`config.mk`:
```
export PLATFORM = sky130hd
export DESIGN_NAME = car_command_motor_controller_flat
export DESIGN_NICKNAME = d
export VERILOG_FILES = /design/src/sv/cmc_pkg.sv /design/src/sv/cmc_if.sv /design/src/sv/cmc_div.sv /design/src/sv/cmc_ctrl.sv /design/src/sv/cmc_dp.sv /design/src/sv/car_command_motor_controller.sv /design/src/flat_wrapper.sv
export SDC_FILE = /design/constraint.sdc
export NUM_CORES = 2
export LEC_CHECK = 0
export BUFFER_PORTS_ARGS = -buffer_cell sky130_fd_sc_hd__buf_2
export CAP_MARGIN = 20
export CORE_MARGIN = 4
export CORE_UTILIZATION = 50
export CTS_CLUSTER_DIAMETER = 80
export DETAILED_ROUTE_END_ITERATION = 8
export GPL_ROUTABILITY_DRIVEN = 0
export HOLD_SLACK_MARGIN = 0.03
export PLACE_DENSITY = 0.66
export SYNTH_ARGS = -nofsm -noshare
export SYNTH_HDL_FRONTEND = slang
export SYNTH_SLANG_ARGS = --single-unit
```
`constraint.sdc`:
```
create_clock -name clk -period 22.8 [get_ports clk]
set_input_delay 2.28 -clock clk [delete_from_list [all_inputs] [get_ports clk]]
set_output_delay 2.28 -clock clk [all_outputs]
set_load 0.01 [all_outputs]
```
`src/sv/cmc_pkg.sv`:
```
// Shared types, codes and constants of the car command motor controller.
// No dependencies; every other file of the block but cmc_if takes its names from here.
`default_nettype none

package cmc_pkg;

    // Default duty ceiling of the bridge outputs.
    localparam int DUTY_MAX_DEF = 1023;

    // Width of the signed differential mix sum before division by 1000.
    localparam int SUM_W = 34;

    // Item operations.
    localparam logic OP_TICK   = 1'b0;
    localparam logic OP_PACKET = 1'b1;

    // Packet kinds.
    localparam logic [2:0] PK_DRIVE     = 3'd1;
    localparam logic [2:0] PK_HEARTBEAT = 3'd2;
    localparam logic [2:0] PK_SPEED     = 3'd3;
    localparam logic [2:0] PK_CALIB     = 3'd4;
    localparam logic [2:0] PK_SERVO     = 3'd5;

    // Drive command codes.
    localparam logic signed [15:0] DC_STOP   = 16'sd0;
    localparam logic signed [15:0] DC_FWD    = 16'sd1;
    localparam logic signed [15:0] DC_BACK   = 16'sd2;
    localparam logic signed [15:0] DC_TURN_L = 16'sd3;
    localparam logic signed [15:0] DC_TURN_R = 16'sd4;
    localparam logic signed [15:0] DC_CENTER = 16'sd5;
    localparam logic signed [15:0] DC_STEER  = 16'sd6;

    // Servo test subcommand that sets an angle.
    localparam logic signed [15:0] SV_SET_ANGLE = 16'sd1;

    // Reply kinds.
    localparam logic [1:0] RK_NONE = 2'd0;
    localparam logic [1:0] RK_VOLT = 2'd1;
    localparam logic [1:0] RK_CAL  = 2'd2;

    // Drive modes.
    localparam logic [1:0] DM_STOPPED = 2'd0;
    localparam logic [1:0] DM_FWD     = 2'd1;
    localparam logic [1:0] DM_BACK    = 2'd2;

    // Configuration register indexes.
    localparam logic [2:0] CFG_SERVO   = 3'd0;
    localparam logic [2:0] CFG_GAIN    = 3'd1;
    localparam logic [2:0] CFG_CENTER  = 3'd2;
    localparam logic [2:0] CFG_LSPAN   = 3'd3;
    localparam logic [2:0] CFG_RSPAN   = 3'd4;
    localparam logic [2:0] CFG_WDLIM   = 3'd5;
    localparam logic [2:0] CFG_SWAP_L  = 3'd6;
    localparam logic [2:0] CFG_SWAP_R  = 3'd7;

    // Steer gain factor applied to the differential swing.
    typedef enum logic [1:0] {
        K_POS10,
        K_POS13,
        K_NEG10
    } k_sel_t;

    // Controller states.
    typedef enum logic [2:0] {
        ST_IDLE,
        ST_MUL,
        ST_MIX,
        ST_LOAD,
        ST_DIV,
        ST_FINISH
    } state_t;

    // One input beat.
    typedef struct packed {
        logic               operation;
        logic [2:0]         packet_kind;
        logic signed [15:0] arg_first;
        logic signed [15:0] arg_second;
        logic [9:0]         battery_sample;
    } item_t;

    // One result beat.
    typedef struct packed {
        logic [9:0]         duty_left_a;
        logic [9:0]         duty_left_b;
        logic [9:0]         duty_right_a;
        logic [9:0]         duty_right_b;
        logic [7:0]         servo_angle;
        logic               servo_update;
        logic [1:0]         reply_kind;
        logic signed [15:0] reply_value;
        logic               link_lost;
    } result_t;

    // Commands from the controller to the datapath.
    typedef struct packed {
        logic load;
        logic mul;
        logic mix;
        logic div_start;
        logic div_step;
        logic commit;
    } dp_cmd_t;

    // Status from the datapath to the controller.
    typedef struct packed {
        logic need_div;
    } dp_stat_t;

endpackage

`default_nettype wire

```
`src/sv/cmc_if.sv`:
```
// Stream interfaces for the input items and the result beats.
// Depends on nothing; payload fields carry the widths of the block's ports.
`default_nettype none

interface cmc_item_if;
    logic               valid;
    logic               ready;
    logic               operation;
    logic [2:0]         packet_kind;
    logic signed [15:0] arg_first;
    logic signed [15:0] arg_second;
    logic [9:0]         battery_sample;

    modport source (
        output valid, operation, packet_kind, arg_first, arg_second, battery_sample,
        input  ready
    );
    modport sink (
        input  valid, operation, packet_kind, arg_first, arg_second, battery_sample,
        output ready
    );
endinterface

interface cmc_result_if;
    logic               valid;
    logic               ready;
    logic [9:0]         duty_left_a;
    logic [9:0]         duty_left_b;
    logic [9:0]         duty_right_a;
    logic [9:0]         duty_right_b;
    logic [7:0]         servo_angle;
    logic               servo_update;
    logic [1:0]         reply_kind;
    logic signed [15:0] reply_value;
    logic               link_lost;

    modport source (
        output valid, duty_left_a, duty_left_b, duty_right_a, duty_right_b,
               servo_angle, servo_update, reply_kind, reply_value, link_lost,
        input  ready
    );
    modport sink (
        input  valid, duty_left_a, duty_left_b, duty_right_a, duty_right_b,
               servo_angle, servo_update, reply_kind, reply_value, link_lost,
        output ready
    );
endinterface

`default_nettype wire

```
`src/sv/cmc_div.sv`:
```
// Divide-by-1000 lane with saturation for one differential mix sum.
// Depends on cmc_pkg for SUM_W; a shift by 3 and a reciprocal multiply by 1/125.
`default_nettype none

module cmc_div #(
    parameter int DUTY_MAX = cmc_pkg::DUTY_MAX_DEF
) (
    input  wire logic                                clk,
    input  wire logic                                start,
    input  wire logic                                step,
    input  wire logic signed [cmc_pkg::SUM_W-1:0]    sum,
    output logic [$clog2(DUTY_MAX+1)-1:0]            q,
    output logic                                     neg
);

    localparam int DUTY_W = $clog2(DUTY_MAX + 1);
    // Below saturation the magnitude is under 65536 * 1000, so 23 bits remain
    // after dropping the three low bits.
    localparam int X_W    = 23;
    localparam int RCP_W  = 24;
    localparam int RCP_SH = 30;
    // Rounded-up 2^30 / 125; exact for every 23 bit dividend.
    localparam logic [RCP_W-1:0] RCP_125 = 24'd8589935;
    localparam logic [cmc_pkg::SUM_W-1:0] SAT_LIM =
        cmc_pkg::SUM_W'((DUTY_MAX + 1) * 1000);

    logic [cmc_pkg::SUM_W-1:0] mag;
    logic [X_W-1:0]            x_reg;
    logic [X_W+RCP_W-1:0]      prod_reg;
    logic                      sat_reg;
    logic                      neg_reg;

    // Magnitude of the signed sum; division truncates toward zero.
    assign mag = sum[cmc_pkg::SUM_W-1] ? cmc_pkg::SUM_W'(-sum) : cmc_pkg::SUM_W'(sum);

    // First step takes the magnitude over 8, second multiplies by 1/125.
    always_ff @(posedge clk)
    begin
        if (start)
        begin
            x_reg   <= mag[X_W+2:3];
            sat_reg <= (mag >= SAT_LIM);
            neg_reg <= sum[cmc_pkg::SUM_W-1];
        end
        else if (step)
        begin
            prod_reg <= x_reg * RCP_125;
        end
    end

    assign q   = sat_reg ? DUTY_W'(DUTY_MAX) : prod_reg[RCP_SH+DUTY_W-1:RCP_SH];
    assign neg = neg_reg;

endmodule

`default_nettype wire

```
`src/sv/cmc_ctrl.sv`:
```
// Controller state machine: sequences load, multiply, mix, divide and commit.
// Depends on cmc_pkg for the state type and the command and status structs.
`default_nettype none

module cmc_ctrl (
    input  wire logic              clk,
    input  wire logic              rst_n,
    input  wire logic              in_valid,
    output logic                   in_ready,
    output logic                   out_valid,
    input  wire logic              out_ready,
    input  wire cmc_pkg::dp_stat_t stat,
    output cmc_pkg::dp_cmd_t       cmd
);

    cmc_pkg::state_t  state_reg, state_next;
    logic             out_valid_reg, out_valid_next;
    logic             out_free;

    // The result register is free when empty or being taken this cycle.
    assign out_free = !out_valid_reg || out_ready;

    // Next state.
    always_comb
    begin
        state_next = state_reg;
        unique case (state_reg)
            cmc_pkg::ST_IDLE:
            begin
                if (in_valid)
                begin
                    state_next = cmc_pkg::ST_MUL;
                end
            end
            cmc_pkg::ST_MUL:
            begin
                state_next = cmc_pkg::ST_MIX;
            end
            cmc_pkg::ST_MIX:
            begin
                state_next = stat.need_div ? cmc_pkg::ST_LOAD : cmc_pkg::ST_FINISH;
            end
            cmc_pkg::ST_LOAD:
            begin
                state_next = cmc_pkg::ST_DIV;
            end
            cmc_pkg::ST_DIV:
            begin
                state_next = cmc_pkg::ST_FINISH;
            end
            cmc_pkg::ST_FINISH:
            begin
                if (out_free)
                begin
                    state_next = cmc_pkg::ST_IDLE;
                end
            end
            default:
            begin
                state_next = cmc_pkg::ST_IDLE;
            end
        endcase
    end

    // Outputs and datapath commands.
    always_comb
    begin
        cmd            = '0;
        in_ready       = 1'b0;
        out_valid_next = out_valid_reg && !out_ready;
        unique case (state_reg)
            cmc_pkg::ST_IDLE:
            begin
                in_ready = 1'b1;
                cmd.load = in_valid;
            end
            cmc_pkg::ST_MUL:
            begin
                cmd.mul = 1'b1;
            end
            cmc_pkg::ST_MIX:
            begin
                cmd.mix = 1'b1;
            end
            cmc_pkg::ST_LOAD:
            begin
                cmd.div_start = 1'b1;
            end
            cmc_pkg::ST_DIV:
            begin
                cmd.div_step = 1'b1;
            end
            cmc_pkg::ST_FINISH:
            begin
                if (out_free)
                begin
                    cmd.commit     = 1'b1;
                    out_valid_next = 1'b1;
                end
            end
            default:
            begin
                cmd = '0;
            end
        endcase
    end

    assign out_valid = out_valid_reg;

    // State registers.
    always_ff @(posedge clk or negedge rst_n)
    begin
        if (!rst_n)
        begin
            state_reg     <= cmc_pkg::ST_IDLE;
            out_valid_reg <= 1'b0;
        end
        else
        begin
            state_reg     <= state_next;
            out_valid_reg <= out_valid_next;
        end
    end

endmodule

`default_nettype wire

```
`src/sv/cmc_dp.sv`:
```
// Datapath: configuration, drive state, mix and servo arithmetic, result register.
// Depends on cmc_pkg and on cmc_div for the two divide-by-1000 lanes.
`default_nettype none

module cmc_dp #(
    parameter int DUTY_MAX = cmc_pkg::DUTY_MAX_DEF
) (
    input  wire logic              clk,
    input  wire logic              rst_n,
    input  wire logic              wr_en,
    input  wire logic [2:0]        wr_index,
    input  wire logic [15:0]       wr_data,
    input  wire cmc_pkg::item_t    item,
    input  wire cmc_pkg::dp_cmd_t  cmd,
    output cmc_pkg::dp_stat_t      stat,
    output cmc_pkg::result_t       res
);

    localparam int DUTY_W = $clog2(DUTY_MAX + 1);
    localparam int SW     = cmc_pkg::SUM_W;

    // Configuration registers.
    logic               servo_reg;
    logic [9:0]         gain_reg;
    logic [7:0]         center_reg;
    logic signed [7:0]  lspan_reg;
    logic signed [7:0]  rspan_reg;
    logic [15:0]        wdlim_reg;
    logic               swap_l_reg;
    logic               swap_r_reg;

    // Drive state.
    logic [1:0]         mode_reg, mode_next;
    logic signed [15:0] steer_reg, steer_next;
    logic signed [15:0] engine_reg, engine_next;
    logic signed [15:0] turn_reg, turn_next;
    logic signed [15:0] offset_reg, offset_next;
    logic [15:0]        wd_reg, wd_next;
    logic [DUTY_W-1:0]  duty_reg [4];
    logic [DUTY_W-1:0]  duty_next [4];
    logic [7:0]         angle_reg, angle_next;

    // Item and intermediate registers.
    cmc_pkg::item_t     item_reg;
    logic signed [28:0] dg_reg;
    logic signed [16:0] spd_reg;
    cmc_pkg::k_sel_t    ksel_reg;
    logic [14:0]        mv_reg;
    logic signed [15:0] num_reg;
    logic signed [SW-1:0] sum_l_reg;
    logic signed [SW-1:0] sum_r_reg;
    logic [9:0]         ang_q_reg;
    logic               ang_neg_reg;
    cmc_pkg::result_t   res_reg, res_next;

    // Decode of the held item.
    logic               is_packet;
    logic               is_drive;
    logic signed [15:0] code;
    logic signed [15:0] arg;
    logic signed [15:0] mix_steer;
    logic signed [17:0] d;
    logic signed [10:0] gain_s;
    logic signed [28:0] dg_next;
    logic signed [16:0] es17;
    logic signed [16:0] spd_next;
    cmc_pkg::k_sel_t    ksel_next;
    logic [24:0]        mv_prod;
    logic               arg_low;
    logic [5:0]         amul;
    logic signed [6:0]  amul_s;
    logic signed [7:0]  span;
    logic signed [14:0] aprod;
    logic [13:0]        c50;
    logic signed [15:0] num_next;
    logic signed [SW-1:0] dg_w;
    logic signed [SW-1:0] sw_w;
    logic signed [SW-1:0] t_mix;
    logic signed [SW-1:0] s1000;
    logic [29:0]        ang_prod;
    logic [DUTY_W-1:0]  q_l, q_r;
    logic               neg_l, neg_r;
    logic               steer_in_range;
    logic               angle_in_range;
    logic [7:0]         ang_clamped;
    logic signed [17:0] volt_sum;
    logic signed [17:0] cal_diff;

    function automatic logic [DUTY_W-1:0] sat_duty(input logic signed [15:0] v);
        logic [DUTY_W-1:0] r;
        if (v[15])
        begin
            r = '0;
        end
        else if (32'(v[14:0]) > 32'(DUTY_MAX))
        begin
            r = DUTY_W'(DUTY_MAX);
        end
        else
        begin
            r = DUTY_W'(v[14:0]);
        end
        return r;
    endfunction

    function automatic logic signed [15:0] sat16(input logic signed [17:0] v);
        logic signed [15:0] r;
        if (v > 18'sd32767)
        begin
            r = 16'sh7FFF;
        end
        else if (v < -18'sd32768)
        begin
            r = 16'sh8000;
        end
        else
        begin
            r = v[15:0];
        end
        return r;
    endfunction

    // Configuration writes.
    always_ff @(posedge clk or negedge rst_n)
    begin
        if (!rst_n)
        begin
            servo_reg  <= 1'b0;
            gain_reg   <= 10'd256;
            center_reg <= 8'd97;
            lspan_reg  <= 8'sd25;
            rspan_reg  <= -8'sd25;
            wdlim_reg  <= 16'd2500;
            swap_l_reg <= 1'b1;
            swap_r_reg <= 1'b1;
        end
        else if (wr_en)
        begin
            unique case (wr_index)
                cmc_pkg::CFG_SERVO:  servo_reg  <= wr_data[0];
                cmc_pkg::CFG_GAIN:   gain_reg   <= wr_data[9:0];
                cmc_pkg::CFG_CENTER: center_reg <= wr_data[7:0];
                cmc_pkg::CFG_LSPAN:  lspan_reg  <= wr_data[7:0];
                cmc_pkg::CFG_RSPAN:  rspan_reg  <= wr_data[7:0];
                cmc_pkg::CFG_WDLIM:  wdlim_reg  <= wr_data;
                cmc_pkg::CFG_SWAP_L: swap_l_reg <= wr_data[0];
                cmc_pkg::CFG_SWAP_R: swap_r_reg <= wr_data[0];
            endcase
        end
    end

    // Item decode.
    assign is_packet = (item_reg.operation == cmc_pkg::OP_PACKET);
    assign is_drive  = is_packet && (item_reg.packet_kind == cmc_pkg::PK_DRIVE);
    assign code      = item_reg.arg_first;
    assign arg       = item_reg.arg_second;

    // A mix is needed for forward, back and steer on a differential chassis.
    assign stat.need_div = is_drive && !servo_reg &&
        ((code == cmc_pkg::DC_FWD) || (code == cmc_pkg::DC_BACK) ||
         ((code == cmc_pkg::DC_STEER) &&
          ((mode_reg == cmc_pkg::DM_STOPPED) || (mode_reg == cmc_pkg::DM_FWD) ||
           (mode_reg == cmc_pkg::DM_BACK))));

    // First stage: steer swing times gain, speed and factor selection.
    assign mix_steer = (code == cmc_pkg::DC_STEER) ? arg : steer_reg;
    assign d         = {{1{mix_steer[15]}}, mix_steer, 1'b0} - 18'sd100;
    assign gain_s    = $signed({1'b0, gain_reg});
    assign dg_next   = d * gain_s;
    assign es17      = {engine_reg[15], engine_reg};

    always_comb
    begin
        priority if (code == cmc_pkg::DC_FWD)
        begin
            spd_next  = es17;
            ksel_next = cmc_pkg::K_POS10;
        end
        else if (code == cmc_pkg::DC_BACK)
        begin
            spd_next  = -es17;
            ksel_next = cmc_pkg::K_POS10;
        end
        else if (mode_reg == cmc_pkg::DM_STOPPED)
        begin
            spd_next  = '0;
            ksel_next = cmc_pkg::K_POS13;
        end
        else if (mode_reg == cmc_pkg::DM_FWD)
        begin
            spd_next  = es17;
            ksel_next = cmc_pkg::K_POS10;
        end
        else
        begin
            spd_next  = -es17;
            ksel_next = cmc_pkg::K_NEG10;
        end
    end

    // Battery millivolts: sample * 16500 / 1024.
    assign mv_prod = item_reg.battery_sample * 15'd16500;

    // Servo angle numerator: distance of the steer value from 50 times span, plus center * 50.
    assign arg_low  = (arg < 16'sd50);
    assign amul     = arg_low ? 6'(16'sd50 - arg) : 6'(arg - 16'sd50);
    assign amul_s   = $signed({1'b0, amul});
    assign span     = arg_low ? lspan_reg : rspan_reg;
    assign aprod    = amul_s * span;
    assign c50      = center_reg * 6'd50;
    assign num_next = 16'(aprod) + $signed({2'b00, c50});

    always_ff @(posedge clk)
    begin
        if (cmd.load)
        begin
            item_reg <= item;
        end
        if (cmd.mul)
        begin
            dg_reg   <= dg_next;
            spd_reg  <= spd_next;
            ksel_reg <= ksel_next;
            mv_reg   <= mv_prod[24:10];
            num_reg  <= num_next;
        end
    end

    // Second stage: apply the steer factor and form both motor sums.
    assign dg_w  = SW'(dg_reg);
    assign sw_w  = SW'(spd_reg);
    assign s1000 = (sw_w <<< 10) - (sw_w <<< 5) + (sw_w <<< 3);

    always_comb
    begin
        unique case (ksel_reg)
            cmc_pkg::K_POS10: t_mix = (dg_w <<< 3) + (dg_w <<< 1);
            cmc_pkg::K_POS13: t_mix = (dg_w <<< 3) + (dg_w <<< 2) + dg_w;
            cmc_pkg::K_NEG10: t_mix = -((dg_w <<< 3) + (dg_w <<< 1));
            default:          t_mix = '0;
        endcase
    end

    // Divide the angle numerator by 50 through a scaled reciprocal.
    assign ang_prod = num_reg[14:0] * 15'd20972;

    always_ff @(posedge clk)
    begin
        if (cmd.mix)
        begin
            sum_l_reg   <= s1000 + t_mix;
            sum_r_reg   <= s1000 - t_mix;
            ang_q_reg   <= ang_prod[29:20];
            ang_neg_reg <= num_reg[15];
        end
    end

    // Divide-by-1000 lanes for the left and right motors.
    cmc_div #(
        .DUTY_MAX (DUTY_MAX)
    ) u_div_l (
        .clk   (clk),
        .start (cmd.div_start),
        .step  (cmd.div_step),
        .sum   (sum_l_reg),
        .q     (q_l),
        .neg   (neg_l)
    );

    cmc_div #(
        .DUTY_MAX (DUTY_MAX)
    ) u_div_r (
        .clk   (clk),
        .start (cmd.div_start),
        .step  (cmd.div_step),
        .sum   (sum_r_reg),
        .q     (q_r),
        .neg   (neg_r)
    );

    // Range checks and saturation of replies.
    assign steer_in_range = !arg[15] && (arg <= 16'sd100);
    assign angle_in_range = !arg[15] && (arg <= 16'sd180);
    assign ang_clamped    = ang_neg_reg ? 8'd0 :
                            ((ang_q_reg > 10'd180) ? 8'd180 : ang_q_reg[7:0]);
    assign volt_sum       = $signed({3'b000, mv_reg}) + 18'(offset_reg);
    assign cal_diff       = 18'(item_reg.arg_first) - $signed({3'b000, mv_reg});

    // Next drive state and result of the held item.
    always_comb
    begin
        mode_next   = mode_reg;
        steer_next  = steer_reg;
        engine_next = engine_reg;
        turn_next   = turn_reg;
        offset_next = offset_reg;
        wd_next     = wd_reg;
        angle_next  = angle_reg;
        for (int i = 0; i < 4; i++)
        begin
            duty_next[i] = duty_reg[i];
        end
        res_next              = '0;
        res_next.reply_kind   = cmc_pkg::RK_NONE;

        if (!is_packet)
        begin
            // Watchdog tick.
            if (wd_reg >= wdlim_reg)
            begin
                res_next.link_lost = 1'b1;
                for (int i = 0; i < 4; i++)
                begin
                    duty_next[i] = '0;
                end
                mode_next  = cmc_pkg::DM_STOPPED;
                steer_next = 16'sd50;
                wd_next    = '0;
            end
            else
            begin
                wd_next = wd_reg + 16'd1;
            end
        end
        else
        begin
            unique case (item_reg.packet_kind)
                cmc_pkg::PK_DRIVE:
                begin
                    if (code == cmc_pkg::DC_STOP)
                    begin
                        mode_next    = cmc_pkg::DM_STOPPED;
                        duty_next[0] = '0;
                        duty_next[1] = '0;
                        if (!servo_reg)
                        begin
                            duty_next[2] = '0;
                            duty_next[3] = '0;
                        end
                    end
                    else if (code == cmc_pkg::DC_FWD)
                    begin
                        mode_next = cmc_pkg::DM_FWD;
                        if (servo_reg)
                        begin
                            duty_next[0] = sat_duty(engine_reg);
                            duty_next[1] = '0;
                        end
                    end
                    else if (code == cmc_pkg::DC_BACK)
                    begin
                        mode_next = cmc_pkg::DM_BACK;
                        if (servo_reg)
                        begin
                            duty_next[1] = sat_duty(engine_reg);
                            duty_next[0] = '0;
                        end
                    end
                    else if (code == cmc_pkg::DC_TURN_L)
                    begin
                        if (servo_reg)
                        begin
                            duty_next[2] = sat_duty(turn_reg);
                            duty_next[3] = '0;
                        end
                    end
                    else if (code == cmc_pkg::DC_TURN_R)
                    begin
                        if (servo_reg)
                        begin
                            duty_next[3] = sat_duty(turn_reg);
                            duty_next[2] = '0;
                        end
                    end
                    else if (code == cmc_pkg::DC_CENTER)
                    begin
                        if (servo_reg)
                        begin
                            duty_next[2] = '0;
                            duty_next[3] = '0;
                        end
                    end
                    else if (code == cmc_pkg::DC_STEER)
                    begin
                        if (servo_reg)
                        begin
                            if (steer_in_range)
                            begin
                                angle_next            = ang_clamped;
                                res_next.servo_update = 1'b1;
                            end
                        end
                        else
                        begin
                            steer_next = arg;
                        end
                    end

                    // Differential mix results: a negative value drives pin B.
                    if (stat.need_div)
                    begin
                        duty_next[0] = neg_l ? '0 : q_l;
                        duty_next[1] = neg_l ? q_l : '0;
                        duty_next[2] = neg_r ? '0 : q_r;
                        duty_next[3] = neg_r ? q_r : '0;
                    end
                end
                cmc_pkg::PK_HEARTBEAT:
                begin
                    wd_next              = '0;
                    res_next.reply_kind  = cmc_pkg::RK_VOLT;
                    res_next.reply_value = sat16(volt_sum);
                end
                cmc_pkg::PK_SPEED:
                begin
                    engine_next = item_reg.arg_first;
                    turn_next   = arg;
                end
                cmc_pkg::PK_CALIB:
                begin
                    offset_next         = sat16(cal_diff);
                    res_next.reply_kind = cmc_pkg::RK_CAL;
                end
                cmc_pkg::PK_SERVO:
                begin
                    if ((item_reg.arg_first == cmc_pkg::SV_SET_ANGLE) && angle_in_range)
                    begin
                        angle_next            = arg[7:0];
                        res_next.servo_update = 1'b1;
                    end
                end
                default:
                begin
                    mode_next = mode_reg;
                end
            endcase
        end

        // Physical outputs after the pin swap.
        res_next.duty_left_a  = swap_l_reg ? 10'(duty_next[1]) : 10'(duty_next[0]);
        res_next.duty_left_b  = swap_l_reg ? 10'(duty_next[0]) : 10'(duty_next[1]);
        res_next.duty_right_a = swap_r_reg ? 10'(duty_next[3]) : 10'(duty_next[2]);
        res_next.duty_right_b = swap_r_reg ? 10'(duty_next[2]) : 10'(duty_next[3]);
        res_next.servo_angle  = angle_next;
    end

    // Drive state update at commit.
    always_ff @(posedge clk or negedge rst_n)
    begin
        if (!rst_n)
        begin
            mode_reg   <= cmc_pkg::DM_STOPPED;
            steer_reg  <= 16'sd50;
            engine_reg <= 16'sd500;
            turn_reg   <= 16'sd750;
            offset_reg <= '0;
            wd_reg     <= '0;
            angle_reg  <= 8'd97;
            for (int i = 0; i < 4; i++)
            begin
                duty_reg[i] <= '0;
            end
        end
        else if (cmd.commit)
        begin
            mode_reg   <= mode_next;
            steer_reg  <= steer_next;
            engine_reg <= engine_next;
            turn_reg   <= turn_next;
            offset_reg <= offset_next;
            wd_reg     <= wd_next;
            angle_reg  <= angle_next;
            for (int i = 0; i < 4; i++)
            begin
                duty_reg[i] <= duty_next[i];
            end
        end
    end

    // Result register.
    always_ff @(posedge clk)
    begin
        if (cmd.commit)
        begin
            res_reg <= res_next;
        end
    end

    assign res = res_reg;

endmodule

`default_nettype wire

```
`src/sv/car_command_motor_controller.sv`:
```
// Car command motor controller: takes ticks and command packets and returns
// one result beat per input beat with the bridge duties, servo angle and replies.
//
// Channels: items (sink) carries one tick or decoded packet per beat; results
// (source) carries one beat per item. A beat moves when valid and ready are high.
// Configuration is written through wr_en, wr_index and wr_data; the user must
// write it only while idle, which the block itself does not enforce.
//
// An item taken in the idle state passes the multiply and mix states, and its
// result is registered in the finish state; on a differential chassis forward,
// back and steer also pass the load and divide states to divide both motor sums
// by 1000. The next item is taken in the cycle after the result is registered.
//
// Stall: the result stays in its output register while the receiver holds ready
// low; the next item is still taken and worked on, and waits at its final step
// until the output register is free.
//
// Reset (rst_n low, asynchronous) loads the register defaults, stops the
// motors, sets steer 50 and the servo angle 97, and empties the output.
`default_nettype none

module car_command_motor_controller #(
    parameter int DUTY_MAX = cmc_pkg::DUTY_MAX_DEF
) (
    input  wire logic        clk,
    input  wire logic        rst_n,
    cmc_item_if.sink         items,
    cmc_result_if.source     results,
    input  wire logic        wr_en,
    input  wire logic [2:0]  wr_index,
    input  wire logic [15:0] wr_data
);

    cmc_pkg::item_t    item;
    cmc_pkg::result_t  res;
    cmc_pkg::dp_cmd_t  cmd;
    cmc_pkg::dp_stat_t stat;

    // Gather the input beat.
    assign item.operation      = items.operation;
    assign item.packet_kind    = items.packet_kind;
    assign item.arg_first      = items.arg_first;
    assign item.arg_second     = items.arg_second;
    assign item.battery_sample = items.battery_sample;

    cmc_ctrl u_ctrl (
        .clk       (clk),
        .rst_n     (rst_n),
        .in_valid  (items.valid),
        .in_ready  (items.ready),
        .out_valid (results.valid),
        .out_ready (results.ready),
        .stat      (stat),
        .cmd       (cmd)
    );

    cmc_dp #(
        .DUTY_MAX (DUTY_MAX)
    ) u_dp (
        .clk      (clk),
        .rst_n    (rst_n),
        .wr_en    (wr_en),
        .wr_index (wr_index),
        .wr_data  (wr_data),
        .item     (item),
        .cmd      (cmd),
        .stat     (stat),
        .res      (res)
    );

    // Drive the result beat.
    assign results.duty_left_a  = res.duty_left_a;
    assign results.duty_left_b  = res.duty_left_b;
    assign results.duty_right_a = res.duty_right_a;
    assign results.duty_right_b = res.duty_right_b;
    assign results.servo_angle  = res.servo_angle;
    assign results.servo_update = res.servo_update;
    assign results.reply_kind   = res.reply_kind;
    assign results.reply_value  = res.reply_value;
    assign results.link_lost    = res.link_lost;

endmodule

`default_nettype wire
```
`src/flat_wrapper.sv`:
```
// flat-port wrapper written by rule: the top's interface ports become plain ports
module car_command_motor_controller_flat 
#(
    parameter int DUTY_MAX = cmc_pkg::DUTY_MAX_DEF
)
  (clk, rst_n, wr_en, wr_index, wr_data, items_valid, items_operation, items_packet_kind, items_arg_first, items_arg_second, items_battery_sample, items_ready, results_valid, results_duty_left_a, results_duty_left_b, results_duty_right_a, results_duty_right_b, results_servo_angle, results_servo_update, results_reply_kind, results_reply_value, results_link_lost, results_ready);
  cmc_item_if items_i ();
  cmc_result_if results_i ();
  input  wire logic clk;
  input  wire logic rst_n;
  input  wire logic wr_en;
  input  wire logic [2:0] wr_index;
  input  wire logic [15:0] wr_data;
  input wire logic [$bits(items_i.valid)-1:0] items_valid;
  input wire logic [$bits(items_i.operation)-1:0] items_operation;
  input wire logic [$bits(items_i.packet_kind)-1:0] items_packet_kind;
  input wire logic [$bits(items_i.arg_first)-1:0] items_arg_first;
  input wire logic [$bits(items_i.arg_second)-1:0] items_arg_second;
  input wire logic [$bits(items_i.battery_sample)-1:0] items_battery_sample;
  output wire logic [$bits(items_i.ready)-1:0] items_ready;
  output wire logic [$bits(results_i.valid)-1:0] results_valid;
  output wire logic [$bits(results_i.duty_left_a)-1:0] results_duty_left_a;
  output wire logic [$bits(results_i.duty_left_b)-1:0] results_duty_left_b;
  output wire logic [$bits(results_i.duty_right_a)-1:0] results_duty_right_a;
  output wire logic [$bits(results_i.duty_right_b)-1:0] results_duty_right_b;
  output wire logic [$bits(results_i.servo_angle)-1:0] results_servo_angle;
  output wire logic [$bits(results_i.servo_update)-1:0] results_servo_update;
  output wire logic [$bits(results_i.reply_kind)-1:0] results_reply_kind;
  output wire logic [$bits(results_i.reply_value)-1:0] results_reply_value;
  output wire logic [$bits(results_i.link_lost)-1:0] results_link_lost;
  input wire logic [$bits(results_i.ready)-1:0] results_ready;
  assign items_i.valid = items_valid;
  assign items_i.operation = items_operation;
  assign items_i.packet_kind = items_packet_kind;
  assign items_i.arg_first = items_arg_first;
  assign items_i.arg_second = items_arg_second;
  assign items_i.battery_sample = items_battery_sample;
  assign items_ready = items_i.ready;
  assign results_valid = results_i.valid;
  assign results_duty_left_a = results_i.duty_left_a;
  assign results_duty_left_b = results_i.duty_left_b;
  assign results_duty_right_a = results_i.duty_right_a;
  assign results_duty_right_b = results_i.duty_right_b;
  assign results_servo_angle = results_i.servo_angle;
  assign results_servo_update = results_i.servo_update;
  assign results_reply_kind = results_i.reply_kind;
  assign results_reply_value = results_i.reply_value;
  assign results_link_lost = results_i.link_lost;
  assign results_i.ready = results_ready;
  car_command_motor_controller #(.DUTY_MAX(DUTY_MAX)) u_core (.clk(clk), .rst_n(rst_n), .items(items_i), .results(results_i), .wr_en(wr_en), .wr_index(wr_index), .wr_data(wr_data));
endmodule
```
==> flow_metrics.tcl <==
set metrics [dict create \
    hold_viol_final 0 \
    cp_num_buf_inv 4 \
    fmax_mhz 99.02 \
    start_kind "register" \
    dr.pass1.iters 6 \
    antenna_found_initial 10 \
    cp_data_required_time_ns 23.23 \
    run_status "complete, no violations" \
    syn_area_per_cell_um2 9.896 \
    ys_seq_area_share_pct 23.78 \
    slew_viol_final 0 \
    finalSetupViolCount 0 \
    async_flop_share_pct 35.62 \
    syn_area_mm2 0.06257 \
    rsz0062_at_grt "false" \
    critPathCaptureType "register" \
    vias_per_cell 5.586 \
    cts_sinks 525 \
    reg2reg_depth 35 \
    worstPathArrival_ns 10.53 \
    ant_nets 0 \
    r2r_start "u_core.u_dp.code[15]" \
    yosys_warnings 0 \
    vias 45230 \
    wire_per_inst_um 18.90 \
    cpPeakStageDelay_ns 0.86 \
    pin_count 140 \
    hold_class "register to register" \
    root_buffer "clkbuf_16" \
    die_w_um 361.8 \
    worst-path-stages 35 \
    cpLargestDelayFamily "compound AO/OA/AOI/OAI gates" \
    initial_core_util_pct 50.48 \
    numCtsBuffers 59 \
    ctsResizeCount 0 \
    final_cell_mix "inv_1 (1135), ha_1 (921), fa_1 (635)" \
    cts.reportedPaths.clkPinSlew_ns 0.06 \
    grt_pass1_wl_um 250400 \
    final_common_cell "inv_1" \
    initialDrtViolationCount 3175 \
    place_hpwl_um 123700 \
    cp_slowest_cell "a21oi_1" \
    r2r-end "u_core.u_dp.dg_reg[27]" \
    cts_tree "yes" \
    tightest_slew_ns 1.133 \
    worstSetupStartpoint "u_core.u_dp.code[15]" \
    cp_common_cell "a21oi_1" \
    cts_setup_buffers 0 \
    ys_types 105 \
    grt_max_degree 86 \
    row_count 129 \
    fin_worst_skew_ns 0.06113 \
    grt_pass1_vias 46460 \
    port-buffer-count 139 \
    area_growth_pct 7.532 \
    grtUsageTotal_pct 23.70 \
    drc 0 \
    r2r_setup_slack_ns 12.70 \
    utilization_pct 54.28 \
    synth_seq_cells 525 \
    h-tree-depth 2 \
    drive_gt1_share_pct 7.548 \
    totalNegativeSetupSlack_ns 0 \
    grt.overflow.total 0 \
    netlist_instances 6323 \
    timing.final.crit_period_ns 10.10 \
    fp.dieH_um 361.8 \
    die-area_mm2 0.1309 \
    synth_ff_type "edfxtp_1" \
    clock_path_buffers 3 \
    drv_cap 0 \
    wirelength_um 153000 \
    max_slew_margin_pct 23.28 \
    hold_buffers 0 \
    crit_end "u_core.u_dp.dg_reg[27]" \
    critPathKind "register to register" \
    coreArea_mm2 0.1240 \
    critPathMaxFanout 20 \
    fin_nets 8027 \
    clk_latency_ns 0.72 \
    min_period_over_period_pct 44.29 \
    synth_edf_count 338 \
    syn_nets 7949 \
    largest_reg_flops 68 \
]
-- synth_stat cells, types with 38 or more instances --
master	n	share of area, %
inv_1	1135	6.8
ha_1	921	18
nand2_1	321	1.9
dfstp_2	39	1.6
mux2_2	88	1.6
nand2b_1	62	0.62
nor3_1	119	0.95
mux2i_1	80	1.3
a21oi_1	341	2.7
a21o_1	110	1.3
o31ai_1	44	0.53
xnor2_1	239	3.3
a22o_1	58	0.81
nor2b_1	59	0.59
o21bai_1	56	0.67
nand3_1	78	0.62
and2_1	80	0.80
dfrtp_1	148	5.9
xor2_1	86	1.2
clkbuf_1	133	0.80
edfxtp_1	338	16
o21ai_0	194	1.6
fa_1	635	20
nor2_1	377	2.3
o21a_1	38	0.46
-- worst register-to-register path, delay by kind of cell, from the launching register on --
family / cells / cell delay [ns]
compound gates: 13 / 3.43
fa+ha+maj: 7 / 3.08
flops: 1 / 0.46
xor+xnor: 2 / 0.31
buf+inv: 4 / 0.37
simple gates: 9 / 2.16
-- how the worst min path moves through the flow --
stage                                    endpoint                    start  slack, ns  cells after the start
after global routing      u_core.u_dp.ang_neg_reg  u_core.u_dp.num_reg[15]       0.45                      0
after floorplan           u_core.u_dp.ang_neg_reg  u_core.u_dp.num_reg[15]       0.40                      0
after CTS                 u_core.u_dp.ang_neg_reg  u_core.u_dp.num_reg[15]       0.44                      0
final                     u_core.u_dp.ang_neg_reg  u_core.u_dp.num_reg[15]       0.43                      0
after global placement    u_core.u_dp.ang_neg_reg  u_core.u_dp.num_reg[15]       0.41                      0
after detailed placement  u_core.u_dp.ang_neg_reg  u_core.u_dp.num_reg[15]       0.43                      0
-- layout make-up --
type	count	area, µm²
diodes	8	20.02
clock buffers	71	1593
repair buffers	173	979.7
fillers	11050	56670
clock inverters	41	589.3
inverters	1137	4270
multi-input cells	4505	42910
well taps	1637	2048
flip-flops and latches	525	14880
-- logic make-up (layout without fill, tap and decap cells) --
logic type,count (synthesis),in the layout,synth area share [%]
adder cells (fa/ha/maj),1556,1556,38.73
buffers and inverters,1293,1422,7.778
flip-flops,525,525,23.78
AND/OR/NAND/NOR,1328,1328,10.45
multiplexers,169,169,2.881
XOR/XNOR,328,328,4.627
AO/OA/AOI/OAI,1124,1124,11.75
other,0,8,0
-- per-layer routing --
layer	vias to the layer above	GRT usage (%)	part of all wire, %
li1	21480	-	-
met1	22400	32.40	44
met2	1130	39.86	48
met3	222	2.615	4.8
met4	0	7.271	3.3
met5	-	0	0
-- per-stage QoR --
step / hold slack [ns] / setup WS [ns] / instance area, µm² / cells
finish: 0.4331 / 12.70 / 67290 / 8097
global route: 0.4517 / 11.93 / 67280 / 8096
CTS: 0.4373 / 12.78 / 67230 / 8087
detailed placement: 0.4273 / 12.84 / 65050 / 7975
global placement: 0.4083 / 13.09 / 65040 / 7974
floorplan: 0.4003 / 14.26 / 62570 / 6323
Power is left out: the tool's default activity adds up to more than one toggle a clock period on the data nets, which glitch-free logic cannot reach.
